File: src/design/wma_pkg.sv
package wma_pkg;

  // default geometry
  localparam int DEFAULT_MAX_WINDOW  = 64;
  localparam int DEFAULT_SAMPLE_BITS = 16;

  // window length register
  localparam int        CFG_W        = 7;
  localparam logic [6:0] WINDOW_RESET = 7'd8;

  // entries in the queue between front and back
  localparam int QUEUE_DEPTH = 2;

  typedef enum logic {
    FRONT_IDLE,
    FRONT_UPDATE
  } front_state_t;

  typedef enum logic [1:0] {
    BACK_IDLE,
    BACK_RUN,
    BACK_FINISH
  } back_state_t;

endpackage

File: src/design/wma_front.sv
module wma_front #(
  parameter int MAX_WINDOW  = wma_pkg::DEFAULT_MAX_WINDOW,
  parameter int SAMPLE_BITS = wma_pkg::DEFAULT_SAMPLE_BITS,
  localparam int PTR_W = (MAX_WINDOW > 1) ? $clog2(MAX_WINDOW) : 1,
  localparam int CNT_W = $clog2(MAX_WINDOW + 1),
  localparam int SUM_W = SAMPLE_BITS + $clog2(MAX_WINDOW),
  localparam int ENT_W = SUM_W + CNT_W + 1
) (
  input  logic                     clk,
  input  logic                     rst,
  input  logic                     cfg_write,
  input  logic [wma_pkg::CFG_W-1:0] cfg_data,
  input  logic                     push,
  output logic                     full,
  input  logic [SAMPLE_BITS-1:0]   sample,
  input  logic                     q_full,
  output logic                     q_push,
  output logic [ENT_W-1:0]         q_data
);

  wma_pkg::front_state_t state, state_next;

  logic [wma_pkg::CFG_W-1:0] window_length;
  logic [SUM_W-1:0]          running_sum, running_sum_next;
  logic [CNT_W-1:0]          fill_count, fill_count_next;
  logic [PTR_W-1:0]          write_slot;
  logic [SAMPLE_BITS-1:0]    ring [MAX_WINDOW];
  logic [SAMPLE_BITS-1:0]    oldest_sample;
  logic [SAMPLE_BITS-1:0]    new_sample;
  logic                      drop;
  logic [CNT_W-1:0]          len;
  logic [PTR_W:0]            oldest_raw;
  logic [PTR_W-1:0]          oldest_slot;
  logic [SUM_W-1:0]          add_term, sub_term;
  logic                      accept;

  // effective window length: zero counts as one, clamp at the ring size
  always_comb begin
    if (window_length == '0) begin
      len = CNT_W'(1);
    end else if (32'(window_length) > MAX_WINDOW) begin
      len = CNT_W'(MAX_WINDOW);
    end else begin
      len = CNT_W'(window_length);
    end
  end

  // slot of the sample that leaves a full window
  always_comb begin
    oldest_raw = (PTR_W + 1)'(write_slot) + (PTR_W + 1)'(MAX_WINDOW) - (PTR_W + 1)'(len);
    if (oldest_raw >= (PTR_W + 1)'(MAX_WINDOW)) begin
      oldest_raw = oldest_raw - (PTR_W + 1)'(MAX_WINDOW);
    end
    oldest_slot = oldest_raw[PTR_W-1:0];
  end

  assign full   = (state != wma_pkg::FRONT_IDLE) || q_full;
  assign accept = push && !full;

  // sample ring, old entry read before the new one lands
  always_ff @(posedge clk) begin
    if (accept) begin
      ring[write_slot] <= sample;
      oldest_sample    <= ring[oldest_slot];
      new_sample       <= sample;
      drop             <= (fill_count >= len);
    end
  end

  // running sum and fill level update
  always_comb begin
    add_term = {{(SUM_W - SAMPLE_BITS){new_sample[SAMPLE_BITS-1]}}, new_sample};
    sub_term = drop ? {{(SUM_W - SAMPLE_BITS){oldest_sample[SAMPLE_BITS-1]}}, oldest_sample}
                    : '0;
    running_sum_next = running_sum + add_term - sub_term;
    fill_count_next  = drop ? len : fill_count + CNT_W'(1);
  end

  // next state and queue push
  always_comb begin
    state_next = state;
    q_push     = 1'b0;
    unique case (state)
      wma_pkg::FRONT_IDLE: begin
        if (accept) begin
          state_next = wma_pkg::FRONT_UPDATE;
        end
      end
      wma_pkg::FRONT_UPDATE: begin
        q_push     = 1'b1;
        state_next = wma_pkg::FRONT_IDLE;
      end
      default: begin
        state_next = wma_pkg::FRONT_IDLE;
      end
    endcase
  end

  assign q_data = {running_sum_next, fill_count_next, fill_count_next == len};

  always_ff @(posedge clk) begin
    if (rst) begin
      state <= wma_pkg::FRONT_IDLE;
    end else begin
      state <= state_next;
    end
  end

  // window state, emptied on any length write
  always_ff @(posedge clk) begin
    if (rst) begin
      window_length <= wma_pkg::WINDOW_RESET;
      running_sum   <= '0;
      fill_count    <= '0;
      write_slot    <= '0;
    end else if (cfg_write) begin
      window_length <= cfg_data;
      running_sum   <= '0;
      fill_count    <= '0;
      write_slot    <= '0;
    end else if (q_push) begin
      running_sum <= running_sum_next;
      fill_count  <= fill_count_next;
      if (write_slot == PTR_W'(MAX_WINDOW - 1)) begin
        write_slot <= '0;
      end else begin
        write_slot <= write_slot + PTR_W'(1);
      end
    end
  end

endmodule

File: src/design/wma_queue.sv
module wma_queue #(
  parameter int WIDTH = 8,
  localparam int DEPTH = wma_pkg::QUEUE_DEPTH,
  localparam int PTR_W = (DEPTH > 1) ? $clog2(DEPTH) : 1,
  localparam int CNT_W = $clog2(DEPTH + 1)
) (
  input  logic             clk,
  input  logic             rst,
  input  logic             push,
  input  logic [WIDTH-1:0] wr_data,
  output logic             full,
  input  logic             pop,
  output logic [WIDTH-1:0] rd_data,
  output logic             empty
);

  logic [WIDTH-1:0] slots [DEPTH];
  logic [PTR_W-1:0] wr_ptr, rd_ptr;
  logic [CNT_W-1:0] count;
  logic             do_push, do_pop;

  assign full    = (count == CNT_W'(DEPTH));
  assign empty   = (count == '0);
  assign do_push = push && !full;
  assign do_pop  = pop && !empty;
  assign rd_data = slots[rd_ptr];

  // item storage
  always_ff @(posedge clk) begin
    if (do_push) begin
      slots[wr_ptr] <= wr_data;
    end
  end

  // pointers and fill level
  always_ff @(posedge clk) begin
    if (rst) begin
      wr_ptr <= '0;
      rd_ptr <= '0;
      count  <= '0;
    end else begin
      if (do_push) begin
        wr_ptr <= (wr_ptr == PTR_W'(DEPTH - 1)) ? '0 : wr_ptr + PTR_W'(1);
      end
      if (do_pop) begin
        rd_ptr <= (rd_ptr == PTR_W'(DEPTH - 1)) ? '0 : rd_ptr + PTR_W'(1);
      end
      if (do_push && !do_pop) begin
        count <= count + CNT_W'(1);
      end else if (do_pop && !do_push) begin
        count <= count - CNT_W'(1);
      end
    end
  end

endmodule

File: src/design/wma_back.sv
module wma_back #(
  parameter int MAX_WINDOW  = wma_pkg::DEFAULT_MAX_WINDOW,
  parameter int SAMPLE_BITS = wma_pkg::DEFAULT_SAMPLE_BITS,
  localparam int CNT_W  = $clog2(MAX_WINDOW + 1),
  localparam int SUM_W  = SAMPLE_BITS + $clog2(MAX_WINDOW),
  localparam int ENT_W  = SUM_W + CNT_W + 1,
  localparam int STEP_W = $clog2(SUM_W)
) (
  input  logic                   clk,
  input  logic                   rst,
  input  logic                   q_empty,
  input  logic [ENT_W-1:0]       q_data,
  output logic                   q_pop,
  output logic                   empty,
  input  logic                   pop,
  output logic [SAMPLE_BITS-1:0] average,
  output logic                   window_full
);

  wma_pkg::back_state_t state, state_next;

  logic [SUM_W-1:0]  in_sum;
  logic [CNT_W-1:0]  in_count;
  logic              in_full;
  logic [SUM_W-1:0]  dividend;
  logic [CNT_W-1:0]  divisor;
  logic [CNT_W-1:0]  remainder;
  logic [CNT_W:0]    rem_shift;
  logic              fits;
  logic [STEP_W-1:0] step;
  logic              negative;
  logic              held_full;
  logic              out_valid;
  logic              load_out;

  assign {in_sum, in_count, in_full} = q_data;

  // one quotient bit per cycle, restoring form
  assign rem_shift = {remainder, dividend[SUM_W-1]};
  assign fits      = (rem_shift >= {1'b0, divisor});

  assign empty = !out_valid;

  // next state, queue pop and output load
  always_comb begin
    state_next = state;
    q_pop      = 1'b0;
    load_out   = 1'b0;
    unique case (state)
      wma_pkg::BACK_IDLE: begin
        if (!q_empty) begin
          q_pop      = 1'b1;
          state_next = wma_pkg::BACK_RUN;
        end
      end
      wma_pkg::BACK_RUN: begin
        if (step == '0) begin
          state_next = wma_pkg::BACK_FINISH;
        end
      end
      wma_pkg::BACK_FINISH: begin
        if (!out_valid || pop) begin
          load_out   = 1'b1;
          state_next = wma_pkg::BACK_IDLE;
        end
      end
      default: begin
        state_next = wma_pkg::BACK_IDLE;
      end
    endcase
  end

  always_ff @(posedge clk) begin
    if (rst) begin
      state <= wma_pkg::BACK_IDLE;
    end else begin
      state <= state_next;
    end
  end

  // divider datapath
  always_ff @(posedge clk) begin
    if (q_pop) begin
      negative  <= in_sum[SUM_W-1];
      dividend  <= in_sum[SUM_W-1] ? (~in_sum + SUM_W'(1)) : in_sum;
      divisor   <= in_count;
      remainder <= '0;
      held_full <= in_full;
      step      <= STEP_W'(SUM_W - 1);
    end else if (state == wma_pkg::BACK_RUN) begin
      remainder <= fits ? CNT_W'(rem_shift - {1'b0, divisor}) : rem_shift[CNT_W-1:0];
      dividend  <= {dividend[SUM_W-2:0], fits};
      step      <= step - STEP_W'(1);
    end
  end

  // result register, sign restored for truncation toward zero
  always_ff @(posedge clk) begin
    if (load_out) begin
      average     <= negative ? (~dividend[SAMPLE_BITS-1:0] + SAMPLE_BITS'(1))
                              : dividend[SAMPLE_BITS-1:0];
      window_full <= held_full;
    end
  end

  always_ff @(posedge clk) begin
    if (rst) begin
      out_valid <= 1'b0;
    end else if (load_out) begin
      out_valid <= 1'b1;
    end else if (pop) begin
      out_valid <= 1'b0;
    end
  end

endmodule

File: src/design/windowed_moving_average.sv
// Moving average over the most recent window_length samples.
// Input side is a queue write port: an item (one signed sample) is taken
// at a clock edge with push high and full low.
// Result side is a queue read port: while empty is low, average and
// window_full show the oldest result; it is taken with pop high.
// Each item gives exactly one result, in order.
// window_length_write loads window_length and empties the window; write it
// only while no item is in flight. Zero acts as one, values above MAX_WINDOW
// act as MAX_WINDOW.
// An accepted item passes the front update state and the queue, then the
// divider runs and the result register loads its quotient.
// The back takes a new item only once the last result is loaded; it holds
// the shared bit-serial divider that forms one quotient bit per cycle.
// The front (ring store and running sum) pushes each item into a two-entry
// queue before taking the next, and keeps accepting while the divider works.
// Reset: window empty, window_length 8, no result pending.
// When the receiver stalls the result register holds, the divider waits,
// the queue fills and full rises; nothing is dropped.
module windowed_moving_average #(
  parameter int MAX_WINDOW  = wma_pkg::DEFAULT_MAX_WINDOW,
  parameter int SAMPLE_BITS = wma_pkg::DEFAULT_SAMPLE_BITS
) (
  input  logic                      clk,
  input  logic                      rst,
  input  logic                      window_length_write,
  input  logic [wma_pkg::CFG_W-1:0] window_length,
  input  logic                      push,
  output logic                      full,
  input  logic [SAMPLE_BITS-1:0]    sample,
  output logic                      empty,
  input  logic                      pop,
  output logic [SAMPLE_BITS-1:0]    average,
  output logic                      window_full
);

  localparam int CNT_W = $clog2(MAX_WINDOW + 1);
  localparam int SUM_W = SAMPLE_BITS + $clog2(MAX_WINDOW);
  localparam int ENT_W = SUM_W + CNT_W + 1;

  logic             q_push, q_full, q_pop, q_empty;
  logic [ENT_W-1:0] q_wr_data, q_rd_data;

  // ring store, running sum, fill level
  wma_front #(
    .MAX_WINDOW  (MAX_WINDOW),
    .SAMPLE_BITS (SAMPLE_BITS)
  ) u_front (
    .clk       (clk),
    .rst       (rst),
    .cfg_write (window_length_write),
    .cfg_data  (window_length),
    .push      (push),
    .full      (full),
    .sample    (sample),
    .q_full    (q_full),
    .q_push    (q_push),
    .q_data    (q_wr_data)
  );

  // sum and count waiting for the divider
  wma_queue #(
    .WIDTH (ENT_W)
  ) u_queue (
    .clk     (clk),
    .rst     (rst),
    .push    (q_push),
    .wr_data (q_wr_data),
    .full    (q_full),
    .pop     (q_pop),
    .rd_data (q_rd_data),
    .empty   (q_empty)
  );

  // serial divide and result register
  wma_back #(
    .MAX_WINDOW  (MAX_WINDOW),
    .SAMPLE_BITS (SAMPLE_BITS)
  ) u_back (
    .clk         (clk),
    .rst         (rst),
    .q_empty     (q_empty),
    .q_data      (q_rd_data),
    .q_pop       (q_pop),
    .empty       (empty),
    .pop         (pop),
    .average     (average),
    .window_full (window_full)
  );

endmodule
File: config.mk
export PLATFORM = sky130hd
export DESIGN_NAME = windowed_moving_average
export DESIGN_NICKNAME = d
export VERILOG_FILES = /design/src/design/wma_pkg.sv /design/src/design/wma_front.sv /design/src/design/wma_queue.sv /design/src/design/wma_back.sv /design/src/design/windowed_moving_average.sv
export SDC_FILE = /design/constraint.sdc
export NUM_CORES = 1
export LEC_CHECK = 0
export BUFFER_PORTS_ARGS = -buffer_cell sky130_fd_sc_hd__buf_2
export CORE_AREA = 2 2 295 297
export CTS_BUF_LIST = sky130_fd_sc_hd__clkbuf_8
export DETAILED_ROUTE_END_ITERATION = 7
export DIE_AREA = 0 0 297 299
export GPL_TIMING_DRIVEN = 0
export PLACE_DENSITY = 0.78
export SLEW_MARGIN = 20
export SYNTH_ARGS = -nofsm -noshare
export SYNTH_HDL_FRONTEND = slang
export SYNTH_SLANG_ARGS = --single-unit
File: constraint.sdc
create_clock -name clk -period 4.9 [get_ports clk]
set_clock_uncertainty 0.1 [all_clocks]
set_input_delay 0 -clock clk [delete_from_list [all_inputs] [get_ports clk]]
set_output_delay 0 -clock clk [all_outputs]
set_load 0.02 [all_outputs]
==> impl_results.md <==
- Outcome: finished clean
- Fin. Hold Viols: 0
- Initial antenna violation count: 2
- Post-route ant nets: 0
- Crit path DAT: 5.28 ns
- Die Y-Extent: 299 microns
- DP Area: ~0.053 sq mm
- Number of synthesized flops with an enable pin: about 1.2k
- Cells after Synth: 2592
- Most used flip-flop cell after synthesis: edfxtp_1
- Sequential fraction of the synthesis area: about 72%
- Clk sinks: 1228
- GRT Total Usage: 25.8%
- Placed cells: 3844
- CTS Buf Count: ~190
- Hold Path End: u_front.state
- Synth top area cells: edfxtp_1 70%, mux4_2 14%, dfxtp_1 2.5%
- Reg2Reg Setup Slack: 0.08 ns
- HP Start: push
- DRC violations left: 0
- Die ar.: a little under 0.09 sq mm
- Worst Reg-to-Reg Cells: 12
- GPL Wtd Cong: between 0.9 and 1
- Starting DRT DRC Count: about 3.2k
- Critical path class: flop to flop
- Fill cells: about 5.5k
- Core ar.: ~0.086 sq mm
- RSZ-0062 raised after global routing: no
- Drt wl/cell: about 27 microns
- Area Overhead vs Synth: 13.4%
- Post-Syn Area: around 0.05 sq mm
- H-tree depth: 4
- Rel. slew slack: 25.5%
- Post-Syn Nets: about 2.7k
- YS warnings: 0
- Root cell of the clock tree: clkbuf_8
- CP required: ~5.4 ns
- Std-Cell Rows: around 110
- Max Root-Sink Buffers: 3
- Worst Setup End Kind: flop
- Fin area: about 0.057 sq mm
- Power per cell area: around 460 mW/mm^2
- FF-to-FF End: u_front.oldest_sample[14]
- Worst hold path class: primary input to flop
- Final period utilization: between 90 and 100%
- Most frequent cell after synthesis: edfxtp_1
- Synth async-reset ratio: 0%
- Final slew viol count: 0
- Transition time of the tightest slew-check pin: 1.12 ns
- Max Cap Violations: 0
- Crit path time final: 4.82 ns
- Die W: ~300 microns
- Via Count: approximately 26k
- Final Non-Filler Cells: approximately 4.2k
- Layout Nets: just over 3k
- F_max: approximately 210 MHz
- Worst-path clk slew: 0.07 ns
- Ratio of cells with drive above 1 in the final layout: about a quarter
- Starting Density: 58.3%
- Max FO, Critical Path: 10
- Setup-failing EPs final: 0
- Synth top area share: about 70%
- Number of global-route vias before repair: around 27k
- CP startpoint kind: flop
- Worst hold path depth: 4
- Area leader, netlist: edfxtp_1
- Worst-skew pair later-pin latency: just under 0.9 ns
- Largest net degree at the start of global routing: 66
- Drt pass-1 iters: 7
- Seq cells post-synth: 1228
- Pleak: 19.0 nW
- Dpl hpwl: around 75000 microns
- CTS tree: done
- First-pass GRT wire length: 168000 microns
- Gr ovfl total: 0
- IO Pins: 47
- Total wire length: 113000 microns
- Vias per inst: 6.21
- Mapped Avg Cell Area: 19.3 sq um
- RR Startpoint: u_front.window_length[1]
- Cell variety after synth: between 60 and 70
- Maximum VDD drop: about 310 uV
- Most instantiated cells after synthesis: 1165 x edfxtp_1, 320 x mux4_2, 148 x nor2_1
- I/O Buffers: 44
==> layout make-up <==
type / instances / area, sq um / share of cell area (%)
buffer: 122 / 569 / 1.00
clock buffer: 193 / 2660 / 4.68
tap: 1155 / 1450 / 2.55
clock inverter: 143 / 860 / 1.51
sequential: 1228 / 36200 / 63.8
antenna: 1 / 2.50 / 0.00441
inverter: 113 / 424 / 0.747
timing repair buffer: 148 / 1460 / 2.58
multi-input combinational: 1128 / 13100 / 23.1
==> worst max-delay path: stages, from the launching register on <==
cell and delay [ns]:
dfxtp_1 0.35, nor4_1 0.44, a21oi_1 0.18, nor2_2 0.24
ha_1 0.26, fa_1 0.48, clkbuf_2 0.32, clkbuf_4 0.38
clkbuf_2 0.33, mux4_2 0.40, mux4_2 0.52, mux2i_1 0.33
a21oi_1 0.19
==> worst max path at each step <==
stage               cells past startpoint  slack (ns)                startpoint                         to
finish                                 12        0.08  u_front.window_length[1]  u_front.oldest_sample[14]
global route                           12        0.01  u_front.window_length[1]   u_front.oldest_sample[4]
CTS                                    11      0.0001     u_front.write_slot[0]  u_front.oldest_sample[14]
detailed placement                     11       -0.61     u_front.write_slot[0]  u_front.oldest_sample[14]
global placement                        6       -1.58          u_queue.count[0]        u_front.ring[12][7]
floorplan                               6        0.39          u_queue.count[0]        u_front.ring[32][0]
==> through the flow <==
step | total power (W) | setup TNS (ns) | hold WS, ns | util (%) | worst slack [ns]
2_1_floorplan | 0.0164 | 0 | -0.00113 | - | 0.394
4_1_cts | 0.0260 | 0 | 0.0457 | 66.0 | 0.000140
3_5_place_dp | 0.0181 | -7.57 | 0.149 | 61.3 | -0.609
3_3_place_gp | 0.0178 | -628.77 | 0.142 | 60.2 | -1.58
5_1_grt | 0.0270 | 0 | 0.140 | 66.1 | 0.0105
6_report | 0.0259 | 0 | 0.107 | 66.1 | 0.0774
==> cell families after synthesis <==
| family | Yosys count | share of synthesized area, % |
|---|---|---|
| buf+inv | 236 | 1.92 |
| xor+xnor | 78 | 1.38 |
| fa+ha+maj | 71 | 2.12 |
| compound gates | 207 | 2.58 |
| flops | 1228 | 72.4 |
| simple gates | 367 | 3.49 |
| mux | 405 | 16.1 |
==> cells in the final DEF (no fill, tap or decap), drive strengths merged, types with 7 or more instances in the layout <==
master and count:
a211oi 20, inv 183, dfxtp 63, or3 12, nor2 148, clkinv 64
o31ai 7, mux2 13, o21ai 62, a21oi 66, edfxtp 1165, and2 17
dlygate4sd3 51, fa 23, nor2b 30, nand2 67, clkbuf 264, nor3 17
mux2i 72, xor2 26, a21o 14, mux4 320, ha 48, nand2b 14
xnor2 52, buf 148, nand3 19, and3 9, or2 7
==> report_power, final <==
part           internal (W)  switching [W]  leakage [nW]
Combinational       0.00227        0.00328          5.93
Clock               0.00402        0.00393          2.02
Sequential           0.0122       0.000226          11.0
Total                0.0185        0.00744          19.0
==> timing repair <==
action	in CTS	in global routing
resized for setup	16	29
hold endpoints to repair	1111	0
hold buffers	51	0
setup buffers	0	0
setup endpoints to repair	16	18
==> routing by layer <==
metal	track usage (%)	part of all wire, %
met5	0	0.011
met4	9.26	3.2
met1	34.2	37
met3	5.29	8.8
met2	43.2	51
==> state kept, by name, indices dropped and copies added, names as in the netlist, 2 cells and up, named ones only <==
name,cells
u_back.average,16
u_back.dividend,22
u_back.divisor,7
u_back.remainder,7
u_back.state,2
u_back.step,5
u_front.fill_count,7
u_front.new_sample,16
u_front.oldest_sample,16
u_front.ring,1024
u_front.running_sum,22
u_front.window_length,7
u_front.write_slot,6
u_queue.count,2
u_queue.slots,60
Note: power is estimated with default switching activity, not from simulation.
